$ cat src/design/mpts_pkg.sv
// Shared types, codes and position helpers for the memory pattern test sequencer.
// Used by mpts_req_gen, mpts_seq and memory_pattern_test_sequencer_core.
// No dependencies.
package mpts_pkg;

    // Sizing of the tested region
    localparam int MAX_BYTES_LOG2 = 26;
    localparam int LEN_W          = MAX_BYTES_LOG2 + 1;
    localparam int CFG_LEN_W      = 27;
    localparam int CMP_W          = (LEN_W > CFG_LEN_W) ? LEN_W : CFG_LEN_W;
    localparam logic [LEN_W-1:0] LEN_LIMIT = {1'b1, {MAX_BYTES_LOG2{1'b0}}};

    // Patterns
    localparam logic [31:0] PAT_FILL = 32'h1234_5678;
    localparam logic [31:0] PAT_55   = 32'h5555_5555;
    localparam logic [31:0] PAT_AA   = 32'hAAAA_AAAA;
    localparam logic [31:0] MASK_B   = 32'h0000_00FF;
    localparam logic [31:0] MASK_H   = 32'h0000_FFFF;
    localparam logic [31:0] MASK_W   = 32'hFFFF_FFFF;
    localparam logic [31:0] FULL_ERR_CAP = 32'd10;

    // Register indexes on the configuration port
    localparam logic [1:0] CFG_BASE  = 2'd0;
    localparam logic [1:0] CFG_LEN   = 2'd1;
    localparam logic [1:0] CFG_MODES = 2'd2;

    // Input function codes
    localparam logic [1:0] FN_START = 2'd0;
    localparam logic [1:0] FN_WACK  = 2'd1;
    localparam logic [1:0] FN_RDATA = 2'd2;

    // Result kinds
    localparam logic [1:0] KIND_NONE  = 2'd0;
    localparam logic [1:0] KIND_WRITE = 2'd1;
    localparam logic [1:0] KIND_READ  = 2'd2;
    localparam logic [1:0] KIND_DONE  = 2'd3;

    // Access sizes
    localparam logic [1:0] SIZE_BYTE = 2'd0;
    localparam logic [1:0] SIZE_HALF = 2'd1;
    localparam logic [1:0] SIZE_WORD = 2'd2;

    // Access units of the full pass: bytes 0..3, halfwords 4..5, word 6
    localparam logic [2:0] UNIT_HALF0 = 3'd4;
    localparam logic [2:0] UNIT_HALF1 = 3'd5;
    localparam logic [2:0] UNIT_WORD  = 3'd6;
    localparam logic [2:0] STEP_LAST  = 3'd5;
    localparam logic [2:0] STEP_INC   = 3'd4;
    localparam logic [2:0] PAIR_LAST  = 3'd3;

    typedef enum logic [4:0] {
        PH_IDLE = 5'b00001,
        PH_FILL = 5'b00010,
        PH_READ = 5'b00100,
        PH_PAIR = 5'b01000,
        PH_FULL = 5'b10000
    } t_phase;

    typedef struct packed {
        t_phase           phase;
        logic [LEN_W-1:0] offset;
        logic [LEN_W-1:0] outer;
        logic [2:0]       unit;
        logic [2:0]       step;
    } t_pos;

    typedef struct packed {
        logic [31:0]          base;
        logic [CFG_LEN_W-1:0] len;
        logic [4:0]           modes;
    } t_cfg;

    typedef struct packed {
        logic        rd;
        logic [31:0] addr;
        logic [1:0]  size;
        logic [31:0] val;
    } t_req;

    typedef struct packed {
        logic [1:0]  kind;
        logic [31:0] addr;
        logic [1:0]  size;
        logic [31:0] data;
        logic [31:0] err;
        logic        busy;
    } t_result;

    typedef struct packed {
        logic       found;
        logic [2:0] idx;
    } t_find;

    function automatic logic unit_on(logic [4:0] modes, logic [2:0] u);
        logic on;
        if (u < UNIT_HALF0)     on = modes[0];
        else if (u < UNIT_WORD) on = modes[1];
        else                    on = modes[2];
        return on;
    endfunction

    function automatic logic step_on(logic [4:0] modes, logic [2:0] s);
        logic on;
        if (s < STEP_INC) on = modes[3];
        else              on = modes[4];
        return on;
    endfunction

    // First enabled step within a unit
    function automatic t_find first_step(logic [4:0] modes);
        t_find f;
        f.found = modes[3] | modes[4];
        f.idx   = modes[3] ? 3'd0 : STEP_INC;
        return f;
    endfunction

    // Next enabled step after s within the same unit
    function automatic t_find next_step(logic [4:0] modes, logic [2:0] s);
        t_find      f;
        logic [3:0] t;
        t = {1'b0, s} + 4'd1;
        f = '0;
        if (t <= 4'(PAIR_LAST) && modes[3]) begin
            f.found = 1'b1;
            f.idx   = t[2:0];
        end else if (t <= 4'(STEP_LAST) && modes[4]) begin
            f.found = 1'b1;
            f.idx   = (t < 4'(STEP_INC)) ? STEP_INC : t[2:0];
        end
        return f;
    endfunction

    // Lowest enabled unit above u (or from zero when all is set)
    function automatic t_find next_unit(logic [4:0] modes, logic [2:0] u, logic all);
        t_find f;
        f = '0;
        for (int k = 6; k >= 0; k--) begin
            if ((all || 3'(k) > u) && unit_on(modes, 3'(k))) begin
                f.found = 1'b1;
                f.idx   = 3'(k);
            end
        end
        return f;
    endfunction

endpackage

$ cat src/design/memory_pattern_test_sequencer_core.sv
// Top level of the memory pattern test sequencer: stream ports, configuration
// registers, input register and result register. Depends on mpts_pkg and mpts_seq.
//
//  Channel   Direction  Payload
//  s_axis    in         tuser: func[1:0]; tdata: read_data[31:0]
//  m_axis    out        tuser: req_kind[1:0]; tdata: req_addr, req_size, req_data,
//                       error_count, busy_res (from bit 0 up), zero padded to 104
//  i_cfg_*   in         write enable, register index, 32-bit write data
//
// One transaction in and one out per cycle while the output does not stall; an
// accepted input goes to the input register, then to the result register.
// The run state updates in the same cycle the result register loads, so the
// next item sees it straight away. Reset is synchronous and clears the run
// state, the error count, the configuration and both stage valids.
// A stalled output holds its result; the input register still takes one more
// item, then the input side stalls too.
module memory_pattern_test_sequencer_core (
    input  logic         i_clk,
    input  logic         i_rst_n,
    input  logic         i_cfg_wr_en,
    input  logic [1:0]   i_cfg_index,
    input  logic [31:0]  i_cfg_wdata,
    input  logic         s_axis_tvalid,
    output logic         s_axis_tready,
    input  logic [1:0]   s_axis_tuser,   // func
    input  logic [31:0]  s_axis_tdata,   // read_data
    output logic         m_axis_tvalid,
    input  logic         m_axis_tready,
    output logic [1:0]   m_axis_tuser,   // req_kind
    output logic [103:0] m_axis_tdata    // req_addr, req_size, req_data, error_count,
                                         // busy_res, zero pad
);
    import mpts_pkg::*;

    t_cfg        r_cfg;
    logic        r_in_vld;
    logic [1:0]  r_in_func;
    logic [31:0] r_in_rdata;
    logic        r_out_vld;
    t_result     r_out;
    t_result     w_res;
    logic        w_fire;

    // Process the held item whenever the result register is free
    assign w_fire        = r_in_vld && (!r_out_vld || m_axis_tready);
    assign s_axis_tready = !r_in_vld || w_fire;

    // Configuration writes
    always_ff @(posedge i_clk) begin
        if (!i_rst_n) begin
            r_cfg <= '0;
        end else if (i_cfg_wr_en) begin
            case (i_cfg_index)
                CFG_BASE:  r_cfg.base  <= i_cfg_wdata;
                CFG_LEN:   r_cfg.len   <= i_cfg_wdata[CFG_LEN_W-1:0];
                CFG_MODES: r_cfg.modes <= i_cfg_wdata[4:0];
                default:   r_cfg       <= r_cfg;
            endcase
        end
    end

    // Input register
    always_ff @(posedge i_clk) begin
        if (!i_rst_n) begin
            r_in_vld <= 1'b0;
        end else if (s_axis_tready) begin
            r_in_vld <= s_axis_tvalid;
        end
    end

    always_ff @(posedge i_clk) begin
        if (s_axis_tvalid && s_axis_tready) begin
            r_in_func  <= s_axis_tuser;
            r_in_rdata <= s_axis_tdata;
        end
    end

    mpts_seq u_seq (
        .i_clk   (i_clk),
        .i_rst_n (i_rst_n),
        .i_fire  (w_fire),
        .i_func  (r_in_func),
        .i_rdata (r_in_rdata),
        .i_cfg   (r_cfg),
        .o_res   (w_res)
    );

    // Result register
    always_ff @(posedge i_clk) begin
        if (!i_rst_n) begin
            r_out_vld <= 1'b0;
        end else if (w_fire) begin
            r_out_vld <= 1'b1;
        end else if (m_axis_tready) begin
            r_out_vld <= 1'b0;
        end
    end

    always_ff @(posedge i_clk) begin
        if (w_fire) begin
            r_out <= w_res;
        end
    end

    assign m_axis_tvalid = r_out_vld;
    assign m_axis_tuser  = r_out.kind;
    assign m_axis_tdata  = {5'd0, r_out.busy, r_out.err, r_out.data, r_out.size, r_out.addr};

endmodule

$ cat src/design/mpts_req_gen.sv
// Request decode: turns a test position into address, size and pattern value.
// Depends on mpts_pkg.
module mpts_req_gen (
    input  mpts_pkg::t_pos  i_pos,
    input  logic [31:0]     i_base,
    output mpts_pkg::t_req  o_req
);
    import mpts_pkg::*;

    logic [31:0] w_off;
    logic [2:0]  w_uoff;
    logic [2:0]  w_j;
    logic [31:0] w_mask;
    logic [31:0] w_pat;

    assign w_off = 32'(i_pos.offset);

    // Unit byte offset, increment and lane mask in the full pass
    always_comb begin
        w_uoff = 3'd0;
        w_j    = 3'd0;
        w_mask = MASK_W;
        if (i_pos.unit < UNIT_HALF0) begin
            w_uoff = i_pos.unit;
            w_j    = 3'd4 - i_pos.unit;
            w_mask = MASK_B;
        end else if (i_pos.unit < UNIT_WORD) begin
            w_uoff = (i_pos.unit == UNIT_HALF1) ? 3'd2 : 3'd0;
            w_j    = 3'd6 - i_pos.unit;
            w_mask = MASK_H;
        end
    end

    // Full-pass pattern before masking
    always_comb begin
        if (i_pos.step < 3'd2)          w_pat = PAT_55;
        else if (i_pos.step < STEP_INC) w_pat = PAT_AA;
        else                            w_pat = 32'(i_pos.outer) + 32'(w_j);
    end

    // Describe the access at this position
    always_comb begin
        o_req      = '0;
        o_req.addr = i_base + w_off;
        o_req.size = SIZE_WORD;
        case (i_pos.phase)
            PH_FILL: begin
                o_req.val = PAT_FILL;
            end
            PH_READ: begin
                o_req.val = PAT_FILL;
                o_req.rd  = 1'b1;
            end
            PH_PAIR: begin
                o_req.val = (i_pos.step < 3'd2) ? PAT_55 : PAT_AA;
                o_req.rd  = i_pos.step[0];
            end
            PH_FULL: begin
                o_req.addr = i_base + w_off + 32'(w_uoff);
                o_req.val  = w_pat & w_mask;
                o_req.rd   = i_pos.step[0];
                if (i_pos.unit < UNIT_HALF0)     o_req.size = SIZE_BYTE;
                else if (i_pos.unit < UNIT_WORD) o_req.size = SIZE_HALF;
            end
            default: begin
                o_req = '0;
            end
        endcase
    end

endmodule

$ cat src/design/mpts_seq.sv
// Test sequencer: run state, response checking, error count and next request.
// Depends on mpts_pkg and mpts_req_gen.
module mpts_seq (
    input  logic              i_clk,
    input  logic              i_rst_n,
    input  logic              i_fire,
    input  logic [1:0]        i_func,
    input  logic [31:0]       i_rdata,
    input  mpts_pkg::t_cfg    i_cfg,
    output mpts_pkg::t_result o_res
);
    import mpts_pkg::*;

    t_pos             r_pos,    n_pos;
    logic [31:0]      r_base,   n_base;
    logic [LEN_W-1:0] r_len,    n_len;
    logic [4:0]       r_modes,  n_modes;
    logic [31:0]      r_err,    n_err;
    logic [31:0]      r_expect, n_expect;

    logic             w_pend_rd;
    logic             w_resp_ok;
    logic [31:0]      w_mask;
    logic             w_mism;
    logic [LEN_W:0]   w_off4;
    logic             w_wrap;
    logic [LEN_W-1:0] w_outer4;
    logic [LEN_W-1:0] w_len_clamp;
    t_find            w_nstep, w_nunit, w_fstep, w_funit;
    logic             w_emit;
    logic             w_done;
    t_req             w_req;

    // Response classification against the pending access
    always_comb begin
        w_pend_rd = (r_pos.phase == PH_READ) ||
                    (((r_pos.phase == PH_PAIR) || (r_pos.phase == PH_FULL)) && r_pos.step[0]);
        w_resp_ok = (r_pos.phase != PH_IDLE) &&
                    ((w_pend_rd && (i_func == FN_RDATA)) ||
                     (!w_pend_rd && (i_func == FN_WACK)));
        w_mask = MASK_W;
        if (r_pos.phase == PH_FULL) begin
            if (r_pos.unit < UNIT_HALF0)     w_mask = MASK_B;
            else if (r_pos.unit < UNIT_WORD) w_mask = MASK_H;
        end
        w_mism = w_pend_rd && ((i_rdata & w_mask) != r_expect);
    end

    // Position arithmetic shared by the phases
    always_comb begin
        w_off4   = {1'b0, r_pos.offset} + (LEN_W+1)'(4);
        w_wrap   = w_off4 >= {1'b0, r_len};
        w_outer4 = r_pos.outer - LEN_W'(4);
        w_nstep  = next_step(r_modes, r_pos.step);
        w_nunit  = next_unit(r_modes, r_pos.unit, 1'b0);
        w_fstep  = first_step(r_modes);
        w_funit  = next_unit(r_modes, r_pos.unit, 1'b1);
        if (CMP_W'(i_cfg.len) > CMP_W'(LEN_LIMIT)) w_len_clamp = LEN_LIMIT;
        else                                      w_len_clamp = LEN_W'(i_cfg.len);
        w_len_clamp[1:0] = 2'b00;
    end

    // Next run state
    always_comb begin
        n_pos   = r_pos;
        n_base  = r_base;
        n_len   = r_len;
        n_modes = r_modes;
        n_err   = r_err;
        w_emit  = 1'b0;
        w_done  = 1'b0;
        if (i_func == FN_START) begin
            // Start or restart a run from the current registers
            n_base  = i_cfg.base;
            n_len   = w_len_clamp;
            n_modes = i_cfg.modes;
            n_err   = '0;
            n_pos   = '0;
            if (w_len_clamp == '0) begin
                n_pos.phase = PH_IDLE;
                w_done      = 1'b1;
            end else begin
                n_pos.phase = PH_FILL;
                w_emit      = 1'b1;
            end
        end else if (w_resp_ok) begin
            // Count a mismatch
            if (w_mism) begin
                if (r_pos.phase == PH_FULL) begin
                    if (r_err < FULL_ERR_CAP) n_err = r_err + 32'd1;
                end else if (r_err != MASK_W) begin
                    n_err = r_err + 32'd1;
                end
            end
            w_emit = 1'b1;
            case (r_pos.phase)
                PH_FILL, PH_READ: begin
                    n_pos.offset = w_off4[LEN_W-1:0];
                    if (w_wrap) begin
                        n_pos.offset = '0;
                        n_pos.step   = '0;
                        n_pos.phase  = (r_pos.phase == PH_FILL) ? PH_READ : PH_PAIR;
                    end
                end
                PH_PAIR: begin
                    n_pos.step = r_pos.step + 3'd1;
                    if (r_pos.step == PAIR_LAST) begin
                        n_pos.step   = '0;
                        n_pos.offset = w_off4[LEN_W-1:0];
                        if (w_wrap) begin
                            n_pos.phase  = PH_FULL;
                            n_pos.offset = '0;
                            n_pos.outer  = r_len;
                            n_pos.unit   = w_funit.idx;
                            n_pos.step   = w_fstep.idx;
                            if (!(w_funit.found && w_fstep.found)) begin
                                n_pos.phase = PH_IDLE;
                                w_emit      = 1'b0;
                                w_done      = 1'b1;
                            end
                        end
                    end
                end
                PH_FULL: begin
                    if (w_nstep.found) begin
                        n_pos.step = w_nstep.idx;
                    end else if (w_nunit.found) begin
                        n_pos.unit = w_nunit.idx;
                        n_pos.step = w_fstep.idx;
                    end else begin
                        n_pos.outer  = w_outer4;
                        n_pos.offset = w_off4[LEN_W-1:0];
                        n_pos.unit   = w_funit.idx;
                        n_pos.step   = w_fstep.idx;
                        if (w_outer4 == '0) begin
                            n_pos.phase = PH_IDLE;
                            w_emit      = 1'b0;
                            w_done      = 1'b1;
                        end
                    end
                end
                default: begin
                    n_pos.phase = PH_IDLE;
                    w_emit      = 1'b0;
                    w_done      = 1'b1;
                end
            endcase
        end
    end

    mpts_req_gen u_req_gen (
        .i_pos  (n_pos),
        .i_base (n_base),
        .o_req  (w_req)
    );

    // Assemble the result transaction
    always_comb begin
        o_res      = '0;
        o_res.err  = n_err;
        o_res.busy = (n_pos.phase != PH_IDLE);
        n_expect   = r_expect;
        if (w_emit) begin
            o_res.kind = w_req.rd ? KIND_READ : KIND_WRITE;
            o_res.addr = w_req.addr;
            o_res.size = w_req.size;
            o_res.data = w_req.rd ? 32'd0 : w_req.val;
            n_expect   = w_req.val;
        end else if (w_done) begin
            o_res.kind = KIND_DONE;
        end
    end

    // Hold run state, advance on each transaction
    always_ff @(posedge i_clk) begin
        if (!i_rst_n) begin
            r_pos       <= '{phase: PH_IDLE, default: '0};
            r_base      <= '0;
            r_len       <= '0;
            r_modes     <= '0;
            r_err       <= '0;
            r_expect    <= '0;
        end else if (i_fire) begin
            r_pos    <= n_pos;
            r_base   <= n_base;
            r_len    <= n_len;
            r_modes  <= n_modes;
            r_err    <= n_err;
            r_expect <= n_expect;
        end
    end

`ifndef SYNTHESIS
    a_offset_in_range: assert property (@(posedge i_clk) disable iff (!i_rst_n)
        (r_pos.phase != PH_IDLE) |-> (r_pos.offset < r_len))
        else $error("test offset beyond run length");

    a_full_counts_agree: assert property (@(posedge i_clk) disable iff (!i_rst_n)
        (r_pos.phase == PH_FULL) |-> (LEN_W'(r_pos.offset + r_pos.outer) == r_len))
        else $error("full-pass counters out of step");

    a_full_pos_enabled: assert property (@(posedge i_clk) disable iff (!i_rst_n)
        (r_pos.phase == PH_FULL) |-> (unit_on(r_modes, r_pos.unit) &&
            step_on(r_modes, r_pos.step) && (r_pos.step <= STEP_LAST)))
        else $error("full pass sits on a disabled access");

    a_start_clears_err: assert property (@(posedge i_clk) disable iff (!i_rst_n)
        (i_fire && (i_func == FN_START)) |=> (r_err == 32'd0))
        else $error("error count not cleared by start");
`endif

endmodule

$ cat config.mk
export PLATFORM = sky130hd
export DESIGN_NAME = memory_pattern_test_sequencer_core
export DESIGN_NICKNAME = d
export VERILOG_FILES = /design/src/design/mpts_pkg.sv /design/src/design/memory_pattern_test_sequencer_core.sv /design/src/design/mpts_req_gen.sv /design/src/design/mpts_seq.sv
export SDC_FILE = /design/constraint.sdc
export NUM_CORES = 1
export LEC_CHECK = 0
export ABC_CLOCK_PERIOD_IN_PS = 13310
export BUFFER_PORTS_ARGS = -buffer_cell sky130_fd_sc_hd__buf_4
export CAP_MARGIN = 20
export CORE_UTILIZATION = 26
export DETAILED_ROUTE_END_ITERATION = 10
export PLACE_DENSITY = 0.5
export SLEW_MARGIN = 10
export SYNTH_ARGS = -nofsm -noshare
export SYNTH_HDL_FRONTEND = slang
export SYNTH_SLANG_ARGS = --single-unit
export TNS_END_PERCENT = 30
$ cat constraint.sdc
create_clock -name i_clk -period 13.31 [get_ports i_clk]
set_clock_uncertainty 0.05 [all_clocks]
set_input_delay 2.662 -clock i_clk [delete_from_list [all_inputs] [get_ports i_clk]]
set_output_delay 2.662 -clock i_clk [all_outputs]
set_load 0.01 [all_outputs]
==> metrics.md <==
| Metric | Value |
|---|---|
| Run status | `finished clean` |
| Fillers | `9206` |
| Max Clk Rate | `113 MHz` |
| Ys flop type | `dfxtp_1` |
| Sink Count | `390` |
| Final TNS setup | `0 ns` |
| Final-report hold violation count | `0` |
| Clock-pin slew of the registers on the worst-case setup and hold paths | `0.07 ns` |
| Initial Utilization | `26.4%` |
| Post-Place Cells | `4006` |
| VDD IR max | `0.0870 mV` |
| ANT cells | `0` |
| Total Wirelength | `80.6 mm` |
| Share of cells above drive strength 1 | `11.2%` |
| First-pass DRT Iterations | `5` |
| FF/Latch Area | `0.00915 sq mm` |
| Lkg Pwr | `9.66 nW` |
| GRT Overall Usage | `17.7%` |
| Worst Path Buf+Inv | `1` |
| Yosys reg bits | `390` |
| Post-synthesis sequential area ratio | `40.4%` |
| Crit-path max cell delay | `0.70 ns` |
| Slew HR | `27.9%` |
| Hold path endpoint | `u_seq.r_pos[34]` |
| Post-synthesis cell type count | `89` |
| Worst EP arrival | `9.11 ns` |
| Unrepaired setup endpoints after global routing | `no` |
| EDFF count, synth | `134` |
| Tmin final | `8.82 ns` |
| Setup bufs post-CTS | `0` |
| Most common cell in the synthesized netlist | `nand2_1` |
| Hold Crit Class | `register to register` |
| Post-Synthesis Cells | `2822` |
| Critical path peak fanout | `17` |
| Final Setup Violations | `0` |
| Worst setup SP type | `register` |
| Die X | `297 um` |
| Reg-to-Reg End | `m_axis_tdata[22]` |
| WL/cell | `19.7 um` |
| Synthesized area | `0.0226 sq mm` |
| Layout Cells excl Fill | `4098` |
| H-tree lvl count | `2` |
| Vias per cell | `5.12` |
| Top Ports | `181` |
| Reg2reg path depth | `33` |
| Place WS | `4.58 ns` |
| Total congestion overflow | `0` |
| Port Buffers | `175` |
| DIE HEIGHT | `297 um` |
| Root Driver | `clkbuf_16` |
| Final setup margin | `4.49 ns` |
| CTS Hold Bufs | `0` |
| Hold Path Stages | `2` |
| Setup CP Type | `register to register` |
| Die ar. | `0.0882 sq mm` |
| DR iter-0 viols | `1544` |
| R2R Path Start | `u_seq.r_pos[35]` |
| Pwr per Cell Area | `111 mW/mm^2` |
| Top delay family on crit path | `simple AND/OR/NAND/NOR gates` |
| R2R setup slack | `4.49 ns` |
| Synth warn | `0` |
| Post-layout util | `31.2%` |
| CP max stage cell | `nor3_1` |
| RePlAce Congestion | `0.914` |
| Global-route wire length before repair | `123 mm` |
| PostCTS Resize Cnt | `0` |
| Max Cap Viol | `0` |
| DRC errors left | `0` |
| Ranking of synthesized cells by area | `dfxtp_1, edfxtp_1, nand2_1` |
| Post-layout nets | `3059` |
| Layout area overhead | `18.2%` |
| Dpl hpwl | `57.5 mm` |
| DR vias | `21000` |
| Worst slew pin tran | `1.08 ns` |
| Async set-or-reset flop fraction in the synthesized netlist | `0%` |
| Most frequent CP cell | `nand2_1` |
| Clock latency on the worst-skew pair | `0.61 ns` |
| Mean Syn Cell Area | `8.02 sq um` |
| Yosys top cell area share | `22.7%` |
| CTS Buf Count | `49` |
| Clock buffer depth | `3` |
| CTS tree | `yes` |
| DRT antenna net count | `0` |
| Vias in the first global route | `19600` |
| CP required | `13.59 ns` |
| Synth area leader | `dfxtp_1` |
| Num rows | `107` |
| Synth top cells by count | `nand2_1, a21oi_1, nor2_1` |
| CORE AREA | `0.0857 sq mm` |
| Antenna violations before repair | `0` |
| Final period util | `66.3%` |
| Largest net degree at the start of global routing | `83` |
| Critical Path Sink Type | `register` |
| Pins Over Slew Limit | `0` |
| Hold Crit Start | `u_seq.r_pos[34]` |
| Multi-input logic area | `0.0126 sq mm` |
-- layer usage --
layer	share of wire, %	track usage (%)	vias up	routed length (um)
li1	-	-	10300	-
met1	47	24.4	10000	37500
met2	46	28.8	564	37200
met3	5.1	2.61	94	4070
met4	2.2	4.53	0	1750
met5	0	0	-	0
-- layout make-up --
type / instances / share of cell area [%]
well taps: 1144 / 5.35
repair buffers: 212 / 6.04
inverters: 73 / 1.06
clock buffers: 70 / 5.50
clock inverters: 20 / 0.842
multi-input cells: 2189 / 47.0
flip-flops and latches: 390 / 34.2
-- kinds of logic after synthesis --
logic type | Yosys count | synth area share, %
buf+inv | 248 | 4.30
fa+ha+maj | 71 | 4.03
compound gates | 720 | 19.8
mux | 23 | 1.03
flops | 390 | 40.4
other cells | 1 | 0.0166
simple gates | 1220 | 24.7
xor+xnor | 149 | 5.77
-- metrics by stage --
step | total power, W | instance area, sq um | hold slack [ns]
2_1_floorplan | 0.00147 | 22600 | 0.367
3_3_place_gp | 0.00158 | 25000 | 0.386
3_5_place_dp | 0.00158 | 25000 | 0.389
4_1_cts | 0.00301 | 26700 | 0.400
5_1_grt | 0.00308 | 26700 | 0.416
6_report | 0.00297 | 26700 | 0.399
-- report_power, final --
group | switching (W) | leakage [nW] | internal, W
clock network | 0.000561 | 0.832 | 0.000849
logic | 0.000175 | 5.47 | 0.0000891
registers | 0.0000279 | 3.36 | 0.00127
total | 0.000763 | 9.66 | 0.00220
-- worst max-delay path by stage --
stage	slack, ns	startpoint	cells past startpoint	endpoint
finish	4.49	u_seq.r_pos[35]	33	m_axis_tdata[22]
global route	3.52	u_seq.r_pos[35]	34	m_axis_tdata[31]
CTS	4.59	u_seq.r_pos[35]	33	m_axis_tdata[22]
detailed placement	4.58	u_seq.r_pos[37]	28	m_axis_tdata[22]
global placement	4.26	u_seq.r_pos[35]	33	m_axis_tdata[31]
floorplan	5.34	u_seq.r_pos[35]	34	m_axis_tdata[31]
-- cells in the final DEF, fill, tap and decap left out, types with 72 or more instances in the layout --
| cell type | n |
|---|---|
| nor2_1 | 267 |
| a21oi_1 | 279 |
| nand2_1 | 539 |
| xnor2_1 | 78 |
| nor3_1 | 72 |
| edfxtp_1 | 134 |
| dfxtp_1 | 256 |
| buf_4 | 208 |
| o21ai_0 | 133 |
| nand3_1 | 81 |
-- tightest hold or removal path, stage by stage, from the launching register on --
cell	delay, ns
dfxtp_1	0.32
inv_1	0.05
nor2_1	0.03
-- state kept, by name, summed over array words and instances (netlist names), 25 cells and up --
name / cells
r_cfg: 64
u_seq.r_pos: 65
u_seq.r_err: 32
r_in_rdata: 32
u_seq.r_base: 32
u_seq.r_expect: 31
m_axis_tdata: 98
u_seq.r_len: 25
Note: power is estimated with default switching activity, not from simulation.
